**src/mfms_pkg.sv**
```systemverilog
`default_nettype none

package mfms_pkg;

  localparam int BYTE_W      = 8;
  localparam int CNT_W       = 32;
  localparam int WIN_LEN     = 10;
  localparam int HIST_LEN    = WIN_LEN - 1;
  localparam int NUM_MARKERS = 6;

  localparam logic [CNT_W-1:0] MAX_BYTES_RST = 32'd1048576;
  localparam logic [CNT_W-1:0] CNT_SAT       = '1;

  // markers right-aligned in the window, oldest char in the top byte
  localparam logic [WIN_LEN*BYTE_W-1:0] MARKER_TXT [NUM_MARKERS] = '{
    {8'h00, "<!doctype"},
    {16'h0000, "<!entity"},
    {8'h00, "<!element"},
    {8'h00, "<!attlist"},
    "xi:include",
    {16'h0000, "xinclude"}
  };

  localparam int MARKER_LEN [NUM_MARKERS] = '{9, 8, 9, 9, 10, 8};

  typedef enum logic [1:0] {
    VERDICT_ACCEPT    = 2'd0,
    VERDICT_TOO_LARGE = 2'd1,
    VERDICT_FORBIDDEN = 2'd2
  } verdict_e;

  typedef logic [NUM_MARKERS-1:0][BYTE_W-1:0] exp_chars_t;

  typedef struct packed {
    logic beat;
    logic last;
    logic hit;
  } tally_in_t;

  function automatic logic [BYTE_W-1:0] fold_lower(input logic [BYTE_W-1:0] c);
    logic [BYTE_W-1:0] r;
    r = c;
    if ((c >= 8'h41) && (c <= 8'h5A)) begin
      r = c + 8'h20;
    end
    return r;
  endfunction

endpackage

`default_nettype wire

```
**src/mfms_cell.sv**
```systemverilog
`default_nettype none

module mfms_cell (
  input  wire logic                                    clk_i,
  input  wire logic                                    rst_ni,
  input  wire logic                                    shift_i,
  input  wire logic                                    clear_i,
  input  wire logic [mfms_pkg::BYTE_W-1:0]             byte_i,
  input  wire mfms_pkg::exp_chars_t                    exp_i,
  input  wire logic [mfms_pkg::NUM_MARKERS-1:0]        care_i,
  output logic      [mfms_pkg::BYTE_W-1:0]             byte_o,
  output logic      [mfms_pkg::NUM_MARKERS-1:0]        hit_o
);

  logic [mfms_pkg::BYTE_W-1:0] byte_q, byte_d;

  always_comb begin
    byte_d = byte_q;
    if (shift_i) begin
      byte_d = clear_i ? '0 : byte_i;
    end
  end

  always_ff @(posedge clk_i or negedge rst_ni) begin
    if (!rst_ni) begin
      byte_q <= '0;
    end else begin
      byte_q <= byte_d;
    end
  end

  always_comb begin
    for (int m = 0; m < mfms_pkg::NUM_MARKERS; m++) begin
      hit_o[m] = !care_i[m] || (byte_q == exp_i[m]);
    end
  end

  assign byte_o = byte_q;

endmodule

`default_nettype wire

```
**src/mfms_tally.sv**
```systemverilog
`default_nettype none

module mfms_tally (
  input  wire logic                          clk_i,
  input  wire logic                          rst_ni,
  input  wire mfms_pkg::tally_in_t           st_i,
  input  wire logic [mfms_pkg::CNT_W-1:0]    max_bytes_i,
  output mfms_pkg::verdict_e                 verdict_o
);

  logic [mfms_pkg::CNT_W-1:0] count_q, count_d, count_inc;
  logic                       seen_q, seen_d, seen_now;

  assign count_inc = (count_q == mfms_pkg::CNT_SAT) ? count_q
                                                    : count_q + (mfms_pkg::CNT_W)'(1);
  assign seen_now  = seen_q || st_i.hit;

  always_comb begin
    count_d = count_q;
    seen_d  = seen_q;
    if (st_i.beat) begin
      count_d = st_i.last ? '0 : count_inc;
      seen_d  = st_i.last ? 1'b0 : seen_now;
    end
  end

  always_ff @(posedge clk_i or negedge rst_ni) begin
    if (!rst_ni) begin
      count_q <= '0;
      seen_q  <= 1'b0;
    end else begin
      count_q <= count_d;
      seen_q  <= seen_d;
    end
  end

  always_comb begin
    if (count_inc > max_bytes_i) begin
      verdict_o = mfms_pkg::VERDICT_TOO_LARGE;
    end else if (seen_now) begin
      verdict_o = mfms_pkg::VERDICT_FORBIDDEN;
    end else begin
      verdict_o = mfms_pkg::VERDICT_ACCEPT;
    end
  end

endmodule

`default_nettype wire

```
**src/markup_forbidden_marker_scan.sv**
```systemverilog
// channel | direction | handshake              | payload
// in      | in        | in_valid_i/in_ready_o   | data_byte_i, last_byte_i
// out     | out       | out_valid_o/out_ready_i | verdict_o
// cfg     | in        | cfg_valid_i/cfg_ready_o | max_bytes_i
//
// One byte beat per cycle while in_ready_o is high; the verdict is valid the cycle after the final byte.
// The nine-cell history chain and the count compare both settle in the final byte's cycle.
// in_ready_o drops only while a verdict is held and out_ready_i is low.
// Reset clears history, count, flag and output valid; max_bytes returns to 1048576.
// cfg_ready_o is always high.
`default_nettype none

module markup_forbidden_marker_scan (
  input  wire logic                          clk_i,
  input  wire logic                          rst_ni,
  input  wire logic                          in_valid_i,
  output logic                               in_ready_o,
  input  wire logic [mfms_pkg::BYTE_W-1:0]   data_byte_i,
  input  wire logic                          last_byte_i,
  output logic                               out_valid_o,
  input  wire logic                          out_ready_i,
  output logic      [1:0]                    verdict_o,
  input  wire logic                          cfg_valid_i,
  output logic                               cfg_ready_o,
  input  wire logic [mfms_pkg::CNT_W-1:0]    max_bytes_i
);

  localparam int BW = mfms_pkg::BYTE_W;
  localparam int NM = mfms_pkg::NUM_MARKERS;
  localparam int WL = mfms_pkg::WIN_LEN;
  localparam int HL = mfms_pkg::HIST_LEN;

  logic                         beat;
  logic [BW-1:0]                cur_byte;
  logic [HL:0][BW-1:0]          chain;
  logic [WL-1:0][NM-1:0]        pos_hit;
  logic                         win_hit;
  mfms_pkg::tally_in_t          tally_in;
  mfms_pkg::verdict_e           verdict_d, verdict_q;
  logic                         out_valid_q, out_valid_d;
  logic [mfms_pkg::CNT_W-1:0]   max_bytes_q;

  assign in_ready_o = !out_valid_q || out_ready_i;
  assign beat       = in_valid_i && in_ready_o;
  assign cur_byte   = mfms_pkg::fold_lower(data_byte_i);
  assign chain[HL]  = cur_byte;

  for (genvar g = 0; g < HL; g++) begin : g_cell
    mfms_pkg::exp_chars_t exp_c;
    logic [NM-1:0]        care_c;
    for (genvar m = 0; m < NM; m++) begin : g_exp
      assign exp_c[m]  = mfms_pkg::MARKER_TXT[m][(WL-1-g)*BW +: BW];
      assign care_c[m] = (g >= WL - mfms_pkg::MARKER_LEN[m]);
    end
    mfms_cell u_cell (
      .clk_i   (clk_i),
      .rst_ni  (rst_ni),
      .shift_i (beat),
      .clear_i (last_byte_i),
      .byte_i  (chain[g+1]),
      .exp_i   (exp_c),
      .care_i  (care_c),
      .byte_o  (chain[g]),
      .hit_o   (pos_hit[g])
    );
  end

  // current byte sits at the last window position; every marker cares about it
  for (genvar m = 0; m < NM; m++) begin : g_cur
    assign pos_hit[WL-1][m] = (cur_byte == mfms_pkg::MARKER_TXT[m][BW-1:0]);
  end

  always_comb begin
    logic [NM-1:0] mk;
    mk = '1;
    for (int p = 0; p < WL; p++) begin
      mk = mk & pos_hit[p];
    end
    win_hit = |mk;
  end

  assign tally_in.beat = beat;
  assign tally_in.last = last_byte_i;
  assign tally_in.hit  = win_hit;

  mfms_tally u_tally (
    .clk_i       (clk_i),
    .rst_ni      (rst_ni),
    .st_i        (tally_in),
    .max_bytes_i (max_bytes_q),
    .verdict_o   (verdict_d)
  );

  always_comb begin
    out_valid_d = out_valid_q;
    if (beat && last_byte_i) begin
      out_valid_d = 1'b1;
    end else if (out_ready_i) begin
      out_valid_d = 1'b0;
    end
  end

  always_ff @(posedge clk_i or negedge rst_ni) begin
    if (!rst_ni) begin
      out_valid_q <= 1'b0;
      max_bytes_q <= mfms_pkg::MAX_BYTES_RST;
    end else begin
      out_valid_q <= out_valid_d;
      if (cfg_valid_i) begin
        max_bytes_q <= max_bytes_i;
      end
    end
  end

  always_ff @(posedge clk_i) begin
    if (beat && last_byte_i) begin
      verdict_q <= verdict_d;
    end
  end

  assign cfg_ready_o = 1'b1;
  assign out_valid_o = out_valid_q;
  assign verdict_o   = 2'(verdict_q);

endmodule

`default_nettype wire

```
**config.mk**
```make
export PLATFORM = sky130hd
export DESIGN_NAME = markup_forbidden_marker_scan
export DESIGN_NICKNAME = d
export VERILOG_FILES = /design/src/mfms_pkg.sv /design/src/mfms_cell.sv /design/src/mfms_tally.sv /design/src/markup_forbidden_marker_scan.sv
export SDC_FILE = /design/constraint.sdc
export NUM_CORES = 1
export LEC_CHECK = 0
export ABC_CLOCK_PERIOD_IN_PS = 4300
export BUFFER_PORTS_ARGS = -buffer_cell sky130_fd_sc_hd__buf_2
export CAP_MARGIN = 20
export CORE_MARGIN = 1.5
export CORE_UTILIZATION = 50
export DETAILED_ROUTE_END_ITERATION = 6
export MAX_ROUTING_LAYER = met4
export PLACE_DENSITY = 0.72
export SLEW_MARGIN = 10
export SYNTH_ARGS = -nofsm -noshare
export SYNTH_HDL_FRONTEND = slang
export SYNTH_SLANG_ARGS = --single-unit
```
**constraint.sdc**
```tcl
create_clock -name clk_i -period 4.3 [get_ports clk_i]
set_clock_uncertainty 0.15 [all_clocks]
set_input_delay 0 -clock clk_i [delete_from_list [all_inputs] [get_ports clk_i]]
set_output_delay 0 -clock clk_i [all_outputs]
set_load 0.05 [all_outputs]
```
==> Implementation_results.wiki, run 1 <==
{| class="wikitable"
! Metric !! Value
|-
| Run status || finished, final reports clean
|-
| Number of routed nets with antenna violations || 0
|-
| GRT Overall Usage || 26.1%
|-
| Clock transition at the registers of the reported paths || 0.06 ns
|-
| Sequential element share of the synthesized area || 44.9%
|-
| Iteration count of the initial detailed-routing pass || 5
|-
| Tcrit/Tclk final || 94.2%
|-
| Number of design-rule violations left by the first detailed-router iteration || 721
|-
| Most common cell after layout, fill and taps aside || sky130_fd_sc_hd__nand2_1
|-
| Detail-routed net length per standard cell || 16.1 microns
|-
| Syn Area/Cell || 8.68 sq um
|-
| Chip Height || 128 microns
|-
| Leak || 4.45 nW
|-
| YS warnings || 0
|-
| Effective utilization at floorplan || 51.3%
|-
| Class of the tightest hold or removal check || input pin to flop
|-
| Number of register bits inferred by synthesis || 140
|-
| Post-Syn Nets || 982
|-
| Time the final worst path needs with I/O delays and setup || 4.05 ns
|-
| Max-cap violations || 0
|-
| Number of antenna violations at the first check in global routing || 0
|-
| Setup Slack @ Placement || 0.130 ns
|-
| Number of enable flip-flop cells after synthesis || 2
|-
| Setup TNS after final layout || 0 ns
|-
| Root Driver || sky130_fd_sc_hd__clkbuf_16
|-
| Sum of routed wire length over all layers || 19400 microns
|-
| Placed cell areas || 0.00825 sq mm
|-
| IO Pins || 51
|-
| Chain of cells forming the critical path || ha_2 -> nand2_1 -> or3_4 -> or4_4 -> buf_4 -> nand4_1 -> xnor2_1 -> ha_1 -> a21oi_1 -> o21ai_0 -> a221o_1 -> nor3_1 -> o21ai_1 -> nor3b_2
|-
| Number of gates on the worst path with buffers counted || 14
|-
| Power density normalized to cell area || 355 mW/mm^2
|-
| Area of the mapped netlist || 0.00783 sq mm
|-
| Data required time of the critical path || 4.43 ns
|-
| Critical Path Slowest Stage Cell || sky130_fd_sc_hd__or4_4
|-
| Setup slack on the worst flop-to-flop path || 0.25 ns
|-
| Number of design rule violations left after detail routing || 0
|-
| Post-synthesis cell count || 902
|-
| Site Rows || 45
|-
| H-tree depth || 4
|-
| Final WS setup || 0.249 ns
|-
| Number of port buffers || 49
|-
| Num Clock Sinks || 140
|-
| Inserted Clock Buffers || 17
|-
| Die Width || 128 microns
|-
| Buffers & Inverters on Critical Path || 1
|-
| Most used cells in the layout excluding fill and tap cells || 212 x sky130_fd_sc_hd__nand2_1, 137 x sky130_fd_sc_hd__dfrtp_1, 91 x sky130_fd_sc_hd__nand3_1
|-
| Top_reg_cell synth || sky130_fd_sc_hd__dfrtp_1
|-
| Number of hold violations in the final report || 0
|-
| Latest clock arrival within the worst-skew pair || 0.43 ns
|-
| Signal arrival time at the worst endpoint || 4.18 ns
|-
| Critical Path Max Stage Delay || 0.63 ns
|-
| Distinct cell type count after synthesis || 66
|-
| NumNets Final || 1058
|-
| Post-route standard cell area excluding fillers || 0.00933 sq mm
|-
| Biggest fanout along the worst timing path || 19
|-
| Pin count of the biggest net entering global routing || 104
|-
| Final count of negative-setup-slack endpoints || 0
|-
| Vias per Instance || 5.77
|-
| Critical path class || flop to flop
|-
| Post-synth ARST share || 98.6%
|-
| Weighted congestion at the end of routability-driven global placement || 0.951
|-
| Power consumption || 0.00332 W
|-
| Final Max Tran Viols || 0
|-
| Worst IR Drop VDD || 0.327 mV
|-
| Register-to-Register Path Depth || 14
|-
| Routed vias || 6937
|-
| Grt total ovfl || 0
|-
| Core footprint || 0.0153 sq mm
|-
| Remaining max-slew budget at the tightest pin || 34.5%
|-
| Post-detailed-placement half-perimeter wirelength || 12900 microns
|-
| Tightest Pin Transition || 0.982 ns
|-
| Fraction of final layout cells sized beyond drive strength 1 || 12.0%
|-
| Category of cells accounting for the largest share of critical-path delay || simple AND/OR/NAND/NOR gates
|-
| Wire length of the first global-routing pass || 32900 microns
|-
| Number of global-route vias before repair || 6581
|-
| Cell type contributing the most total cell area after synthesis || sky130_fd_sc_hd__dfrtp_1
|-
| Proportion of netlist area held by the largest area contributor || 43.8%
|-
| Cells taking the most area after synthesis || sky130_fd_sc_hd__dfrtp_1 44%, sky130_fd_sc_hd__nand2_1 10%, sky130_fd_sc_hd__nand3_1 5.8%
|-
| Antenna cell count || 0
|-
| Die outline area || 0.0164 sq mm
|-
| FMAX || 247 MHz
|-
| CTS tree || done
|-
| Critical Path End Type || flop
|-
| Number of buffers on the longest clock path || 2
|-
| Worst hold path cell count || 3
|-
| Crit path launch type || flop
|-
| Area delta synth->final || 19.2%
|}
## layout make-up
cell class,count,area [sq um]
timing repair buffer,111,840
clock inverter,10,113
tap,211,264
inverter,43,161
clock buffer,22,494
sequential,140,3510
fill,1338,5920
multi-input combinational,665,3950
## stage by stage
step                std cells  hold slack [ns]  utilization (%)
floorplan                 902           -0.446                -
CTS                      1201           0.0330             60.9
global route             1202            0.136             61.2
detailed placement       1125           0.0360             54.1
global placement         1125           0.0388             54.1
finish                   1202           0.0394             61.2
## report_power, final
| part | internal (W) | switching (W) |
|---|---|---|
| combinational | 0.000144 | 0.000235 |
| sequential | 0.00139 | 0.0000560 |
| clock | 0.000928 | 0.000568 |
## synth_stat cells, types with 9 or more instances
cell type and number:
sky130_fd_sc_hd__a21oi_1 22, sky130_fd_sc_hd__and3_1 10, sky130_fd_sc_hd__buf_2 11, sky130_fd_sc_hd__clkbuf_1 32, sky130_fd_sc_hd__dfrtp_1 137, sky130_fd_sc_hd__ha_1 34, sky130_fd_sc_hd__inv_1 42, sky130_fd_sc_hd__nand2_1 213
sky130_fd_sc_hd__nand3_1 91, sky130_fd_sc_hd__nand4_1 21, sky130_fd_sc_hd__nor2_1 23, sky130_fd_sc_hd__nor3_1 18, sky130_fd_sc_hd__nor4_1 9, sky130_fd_sc_hd__nor4bb_1 9, sky130_fd_sc_hd__o21ai_0 65, sky130_fd_sc_hd__o31ai_1 22
sky130_fd_sc_hd__xnor2_1 23
## worst reg2reg max path: stages, from the launching register on
cell	delay (ns)
sky130_fd_sc_hd__dfrtp_1	0.41
sky130_fd_sc_hd__ha_2	0.25
sky130_fd_sc_hd__nand2_1	0.10
sky130_fd_sc_hd__or3_4	0.39
sky130_fd_sc_hd__or4_4	0.63
sky130_fd_sc_hd__buf_4	0.24
sky130_fd_sc_hd__nand4_1	0.16
sky130_fd_sc_hd__xnor2_1	0.09
sky130_fd_sc_hd__ha_1	0.18
sky130_fd_sc_hd__a21oi_1	0.14
sky130_fd_sc_hd__o21ai_0	0.11
sky130_fd_sc_hd__a221o_1	0.33
sky130_fd_sc_hd__nor3_1	0.34
sky130_fd_sc_hd__o21ai_1	0.20
sky130_fd_sc_hd__nor3b_2	0.18
## metal layers
metal,global-route usage (%),routed length [microns],vias to the layer above
met1,36.6,9210,3347
met5,-,0,-
met3,4.88,1040,31
li1,-,-,3339
met4,8.20,344,0
met2,38.5,8810,220
## path summary, 6_finish.rpt
path,endpoint,startpoint
max,verdict_o[1],u_tally.count_q[1]
min,max_bytes_q[20],cfg_valid_i
max reg2reg,verdict_o[1],u_tally.count_q[1]
min reg2reg,g_cell[0].u_cell.byte_o[3],g_cell[0].u_cell.byte_o[3]
max in group asynchronous,g_cell[1].u_cell.byte_o[0],rst_ni
min in group asynchronous,max_bytes_q[14],rst_ni
## state kept, by name, summed over array words and instances, names as in the netlist
| signal | flops |
|---|---|
| max_bytes_q | 32 |
| g_cell.u_cell.byte_o | 72 |
| u_tally.count_q | 32 |
| out_valid_o | 1 |
| verdict_o | 2 |
| u_tally.seen_q | 1 |
## timing repair
item / in CTS / in global routing
buffers inserted: 0 / 1
endpoints found under the hold margin: 144 / 0
gates resized for setup: 0 / 7
setup endpoints to repair: 0 / 2
hold buffers: 44 / 0
## kinds of logic after synthesis
kind of cell / Yosys count / synth area share (%)
AND/OR/NAND/NOR: 445 / 28.5
other: 1 / 0.0479
multiplexers: 1 / 0.144
adder cells (fa/ha/maj): 34 / 5.43
XOR/XNOR: 31 / 3.47
buffers and inverters: 97 / 5.16
flip-flops: 140 / 44.9
AO/OA/AOI/OAI: 153 / 12.4
Power figures use the tool's default switching activity.
==> run 2: changes to the inputs <==
- MAX_ROUTING_LAYER: met4 -> not set
==> Implementation_results.wiki, run 2 (synthesized netlist as in run 1, its figures left out) <==
{| class="wikitable"
! Metric !! Value
|-
| Run status || finished, final reports clean
|-
| Number of buffers on the longest clock path || 2
|-
| Number of routed nets with antenna violations || 0
|-
| IO Pins || 51
|-
| Launch point of the worst hold path || cfg_valid_i
|-
| Leak || 4.42 nW
|-
| Share of the core filled with cells || 61.1%
|-
| FMAX || 246 MHz
|-
| Number of cells after detailed placement || 1122
|-
| GRT Overall Usage || 24.8%
|-
| Register-to-Register Path Depth || 16
|-
| Inserted Clock Buffers || 17
|-
| Vias per Instance || 5.68
|-
| Number of hold violations in the final report || 0
|-
| Setup slack on the worst flop-to-flop path || 0.23 ns
|-
| Count of non-filler cells in the finished layout || 1200
|-
| Number of global-route vias before repair || 6520
|-
| Routed vias || 6819
|-
| Worst hold path cell count || 3
|-
| Critical path class || flop to flop
|-
| Flip-flop count of the largest register after layout || 72
|-
| NumNets Final || 1056
|-
| R2R Path End || verdict_o[1]
|-
| Number of antenna violations at the first check in global routing || 0
|-
| Time the final worst path needs with I/O delays and setup || 4.07 ns
|-
| Critical Path End Type || flop
|-
| Core footprint || 0.0153 sq mm
|-
| Die outline area || 0.0164 sq mm
|-
| Detail-routed net length per standard cell || 16.1 microns
|-
| Iteration count of the initial detailed-routing pass || 5
|-
| H-tree depth || 4
|-
| Tcrit/Tclk final || 94.5%
|-
| Clock transition at the registers of the reported paths || 0.06 ns
|-
| Class of the tightest hold or removal check || input pin to flop
|-
| Area delta synth->final || 19.0%
|-
| Final count of negative-setup-slack endpoints || 0
|-
| Signal arrival time at the worst endpoint || 4.18 ns
|-
| Max-cap violations || 0
|-
| Weighted congestion at the end of routability-driven global placement || 0.912
|-
| Combined area of the multi-input logic cells || 0.00396 sq mm
|-
| Number of port buffers || 49
|-
| Most common cell after layout, fill and taps aside || sky130_fd_sc_hd__nand2_1
|-
| Root Driver || sky130_fd_sc_hd__clkbuf_16
|-
| Setup TNS after final layout || 0 ns
|-
| Area taken by flip-flops and latches || 0.00352 sq mm
|-
| Wire length of the first global-routing pass || 32500 microns
|-
| Worst IR Drop VDD || 0.310 mV
|-
| Power density normalized to cell area || 355 mW/mm^2
|-
| Site Rows || 45
|-
| RSZ-0062 raised after global routing || no
|-
| Hold Slack || 0.0247 ns
|-
| R2R Path Start || u_tally.count_q[1]
|-
| Final Max Tran Viols || 0
|-
| Remaining max-slew budget at the tightest pin || 35.3%
|-
| Die Width || 128 microns
|-
| Fraction of final layout cells sized beyond drive strength 1 || 11.9%
|-
| Tightest Pin Transition || 0.971 ns
|-
| Power consumption || 0.00331 W
|-
| Effective utilization at floorplan || 51.3%
|-
| Sum of routed wire length over all layers || 19300 microns
|-
| Biggest fanout along the worst timing path || 6
|-
| Number of design rule violations left after detail routing || 0
|-
| Hold-critical path endpoint || max_bytes_q[20]
|-
| Crit path launch type || flop
|-
| CTS tree || done
|-
| Post-detailed-placement half-perimeter wirelength || 12700 microns
|-
| Most used cells in the layout excluding fill and tap cells || 211 x sky130_fd_sc_hd__nand2_1, 135 x sky130_fd_sc_hd__dfrtp_1, 91 x sky130_fd_sc_hd__nand3_1
|-
| Num Clock Sinks || 140
|-
| Data required time of the critical path || 4.41 ns
|-
| Latest clock arrival within the worst-skew pair || 0.42 ns
|-
| Chip Height || 128 microns
|-
| Fillers || 1322
|-
| Antenna cell count || 0
|-
| Grt total ovfl || 0
|-
| Pin count of the biggest net entering global routing || 104
|-
| Number of design-rule violations left by the first detailed-router iteration || 687
|}
[run 2: changes by cell type in the layout (fill, tap and decap cells not counted), sizes merged]
cell | before | now
dlygate4sd3 | 44 | 43
clkinv | 6 | 3
clkbuf | 22 | 25
bufinv | 2 | 3
clkinvlp | 2 | 1
buf | 67 | 66
[run 2: layout make-up]
cell class	instances	share of cell area, %
clock buffer	25	5.21
clock inverter	7	1.21
inverter	43	1.73
multi-input combinational	665	42.4
sequential	140	37.7
tap	211	2.83
timing repair buffer	109	8.82
[run 2: metrics by stage]
step / area [sq um] / worst slack, ns
finish: 9320 / 0.235
CTS: 9260 / 0.132
detailed placement: 8230 / 0.166
global placement: 8230 / 0.244
floorplan: 7830 / 0.543
global route: 9320 / 0.0174
[run 2: worst max path at each step]
| stage | startpoint | slack (ns) | cells after the start | to |
|---|---|---|---|---|
| 6_report | u_tally.count_q[1] | 0.23 | 16 | verdict_o[1] |
| 5_1_grt | u_tally.count_q[1] | 0.02 | 15 | verdict_o[1] |
| 2_1_floorplan | u_tally.count_q[0] | 0.54 | 16 | verdict_o[1] |
| 4_1_cts | u_tally.count_q[0] | 0.13 | 14 | verdict_o[1] |
| 3_3_place_gp | u_tally.count_q[0] | 0.24 | 14 | verdict_o[1] |
| 3_5_place_dp | u_tally.count_q[0] | 0.17 | 14 | verdict_o[1] |
[run 2: routing by layer]
metal	global-route usage [%]	vias to the layer above	share of wire [%]
li1	-	3346	-
met1	35.9	3277	48
met2	38.3	167	46
met3	4.51	29	4.4
met4	7.07	0	1.4
met5	0	-	0
[run 2: worst max-delay path, stage by stage (launching register included)]
cell,delay [ns]
sky130_fd_sc_hd__dfrtp_1,0.41
sky130_fd_sc_hd__ha_2,0.24
sky130_fd_sc_hd__nand2_1,0.10
sky130_fd_sc_hd__or3_4,0.38
sky130_fd_sc_hd__nor4_4,0.31
sky130_fd_sc_hd__buf_4,0.20
sky130_fd_sc_hd__buf_4,0.12
sky130_fd_sc_hd__nor2_1,0.10
sky130_fd_sc_hd__nand3_1,0.15
sky130_fd_sc_hd__xnor2_1,0.13
sky130_fd_sc_hd__ha_1,0.28
sky130_fd_sc_hd__a21oi_1,0.16
sky130_fd_sc_hd__o21ai_0,0.13
sky130_fd_sc_hd__a221o_1,0.37
sky130_fd_sc_hd__nor3_2,0.30
sky130_fd_sc_hd__o21ai_1,0.16
sky130_fd_sc_hd__nor3b_1,0.21
[run 2: what timing repair did]
action	in CTS	in global routing
hold buffers	43	0
buffers inserted	0	3
endpoints found under the hold margin	144	0
setup endpoints to repair	0	2
gates resized for setup	0	11
[run 2: where the power goes]
part	switching, W	internal (W)	total (W)
combinational	0.000228	0.000140	0.000368
clock	0.000543	0.000956	0.00150
sequential	0.0000574	0.00139	0.00144
==> run 3: changes to the inputs <==
- CELL_PAD_IN_SITES_DETAIL_PLACEMENT: not set -> 0
- CELL_PAD_IN_SITES_GLOBAL_PLACEMENT: not set -> 1
- CORE_UTILIZATION: 50 -> 47
- PLACE_DENSITY: 0.72 -> 0.85
==> Implementation_results.wiki, run 3 (synthesized netlist as in run 1, its figures left out) <==
{| class="wikitable"
! Metric !! Value
|-
| Leak || 4.47 nW
|-
| Flip-flop count of the largest register after layout || 72
|-
| Critical path class || flop to flop
|-
| Iteration count of the initial detailed-routing pass || 5
|-
| Max-cap violations || 0
|-
| Die outline area || 0.0174 sq mm
|-
| Site Rows || 47
|-
| Buffers & Inverters on Critical Path || 1
|-
| Number of buffers on the longest clock path || 2
|-
| Number of port buffers || 49
|-
| H-tree depth || 4
|-
| Most common cell after layout, fill and taps aside || sky130_fd_sc_hd__nand2_1
|-
| Detail-routed net length per standard cell || 16.2 microns
|-
| Worst IR Drop VDD || 0.284 mV
|-
| Category of cells accounting for the largest share of critical-path delay || simple AND/OR/NAND/NOR gates
|-
| Setup TNS after final layout || 0 ns
|-
| Die Width || 132 microns
|-
| Remaining max-slew budget at the tightest pin || 34.6%
|-
| Chip Height || 132 microns
|-
| CTS tree || done
|-
| Signal arrival time at the worst endpoint || 4.20 ns
|-
| Fraction of final layout cells sized beyond drive strength 1 || 12.1%
|-
| Number of hold violations in the final report || 0
|-
| Root Driver || sky130_fd_sc_hd__clkbuf_16
|-
| Run status || finished, final reports clean
|-
| Power density normalized to cell area || 373 mW/mm^2
|-
| Most used cells in the layout excluding fill and tap cells || 212 x sky130_fd_sc_hd__nand2_1, 136 x sky130_fd_sc_hd__dfrtp_1, 91 x sky130_fd_sc_hd__nand3_1
|-
| Biggest fanout along the worst timing path || 16
|-
| Crit path launch type || flop
|-
| Antenna cell count || 0
|-
| Number of routed nets with antenna violations || 0
|-
| Number of design-rule violations left by the first detailed-router iteration || 541
|-
| Number of antenna violations at the first check in global routing || 0
|-
| Wire length of the first global-routing pass || 33400 microns
|-
| Effective utilization at floorplan || 47.7%
|-
| Pin count of the biggest net entering global routing || 106
|-
| Core footprint || 0.0164 sq mm
|-
| Share of the core filled with cells || 57.3%
|-
| Critical Path Slowest Stage Cell || sky130_fd_sc_hd__or4_4
|-
| Inserted Clock Buffers || 17
|-
| GRT Overall Usage || 23.7%
|-
| Critical Path Max Stage Delay || 0.62 ns
|-
| Number of global-route vias before repair || 6655
|-
| Final Max Tran Viols || 0
|-
| Latest clock arrival within the worst-skew pair || 0.43 ns
|-
| IO Pins || 51
|-
| Combined area of the multi-input logic cells || 0.00393 sq mm
|-
| Area taken by flip-flops and latches || 0.00352 sq mm
|-
| Class of the tightest hold or removal check || input pin to flop
|-
| Number of design rule violations left after detail routing || 0
|-
| Time the final worst path needs with I/O delays and setup || 4.19 ns
|-
| Chain of cells forming the critical path || ha_1 -> nand2_1 -> or3_1 -> or4_4 -> buf_4 -> nand2_2 -> nand2_2 -> ha_1 -> nor2b_1 -> o211ai_1 -> a2111oi_0 -> nor3_1 -> o21ai_0 -> nor3b_1
|-
| NumNets Final || 1059
|-
| Final count of negative-setup-slack endpoints || 0
|-
| Weighted congestion at the end of routability-driven global placement || 0.923
|-
| Sum of routed wire length over all layers || 19600 microns
|-
| FMAX || 239 MHz
|-
| Data required time of the critical path || 4.32 ns
|-
| Routed vias || 6817
|-
| Critical Path End Type || flop
|-
| Grt total ovfl || 0
|-
| Post-detailed-placement half-perimeter wirelength || 13100 microns
|-
| Num Clock Sinks || 140
|-
| Area delta synth->final || 19.9%
|-
| Vias per Instance || 5.62
|-
| Tcrit/Tclk final || 97.3%
|-
| Tightest Pin Transition || 0.982 ns
|-
| Fillers || 1492
|-
| Clock transition at the registers of the reported paths || 0.06 ns
|}
## run 3: changes by cell type in the layout (fill, tap and decap cells not counted), sizes merged
cell / change
inv: +2
clkinv: +3
clkinvlp: -1
clkbuf: -7
bufinv: +3
buf: +3
## run 3: worst paths after layout
| kind | from | end | slack (ns) | cells past startpoint |
|---|---|---|---|---|
| setup reg to reg | u_tally.count_q[0] | verdict_o[1] | 0.11 | 14 |
| min in group asynchronous | rst_ni | g_cell[0].u_cell.byte_o[2] | 0.12 | 2 |
| hold / removal | in_valid_i | u_tally.count_q[25] | 0.04 | 4 |
| hold reg to reg | g_cell[0].u_cell.byte_o[6] | g_cell[0].u_cell.byte_o[6] | 0.32 | 2 |
| setup / recovery | u_tally.count_q[0] | verdict_o[1] | 0.11 | 14 |
| max in group asynchronous | rst_ni | g_cell[7].u_cell.byte_o[3] | 2.91 | 3 |
## run 3: power by group
part	total [W]	internal [W]	leakage (nW)	switching, W
logic	0.000367	0.000138	2.27	0.000229
registers	0.00144	0.00139	1.87	0.0000571
clock network	0.00169	0.00111	0.335	0.000586
total	0.00350	0.00263	4.47	0.000873
## run 3: metal layers
metal  part of all wire (%)  GRT usage (%)  wire length (microns)  up-vias
li1                       -              -                      -     3335
met1                     49           34.9                   9550     3290
met2                     45           36.0                   8900      169
met3                    4.7           4.23                    918       23
met4                    1.4           6.85                    266        0
met5                      0              0                      0        -
## run 3: repair_timing
item / in CTS / in global routing
buffers inserted: 0 / 2
hold endpoints to repair: 146 / 0
resized for setup: 0 / 4
hold buffers: 43 / 0
setup endpoints to repair: 0 / 2
## run 3: layout make-up
cell class / count / area share [%]
inverters: 43 / 1.72
well taps: 220 / 2.93
flip-flops and latches: 140 / 37.4
clock inverters: 14 / 2.54
multi-input cells: 665 / 41.9
clock buffers: 18 / 4.68
repair buffers: 112 / 8.83
## run 3: metrics by stage
stage                     total power, W  cell area, sq um  instances  setup slack [ns]  hold slack [ns]
after global routing             0.00364              9390       1212           -0.0175           0.0843
after CTS                        0.00352              9360       1210             0.149           0.0135
after global placement           0.00180              8260       1135             0.233           0.0492
after floorplan                  0.00167              7830        902             0.543           -0.446
final                            0.00350              9390       1212             0.115           0.0365
after detailed placement         0.00180              8260       1135             0.131           0.0384
## run 3: worst reg2reg max path, stage by stage, from the launching register on
cell	delay (ns)
sky130_fd_sc_hd__dfrtp_2	0.41
sky130_fd_sc_hd__ha_1	0.25
sky130_fd_sc_hd__nand2_1	0.12
sky130_fd_sc_hd__or3_1	0.43
sky130_fd_sc_hd__or4_4	0.62
sky130_fd_sc_hd__buf_4	0.23
sky130_fd_sc_hd__nand2_2	0.08
sky130_fd_sc_hd__nand2_2	0.06
sky130_fd_sc_hd__ha_1	0.30
sky130_fd_sc_hd__nor2b_1	0.13
sky130_fd_sc_hd__o211ai_1	0.09
sky130_fd_sc_hd__a2111oi_0	0.45
sky130_fd_sc_hd__nor3_1	0.16
sky130_fd_sc_hd__o21ai_0	0.36
sky130_fd_sc_hd__nor3b_1	0.10
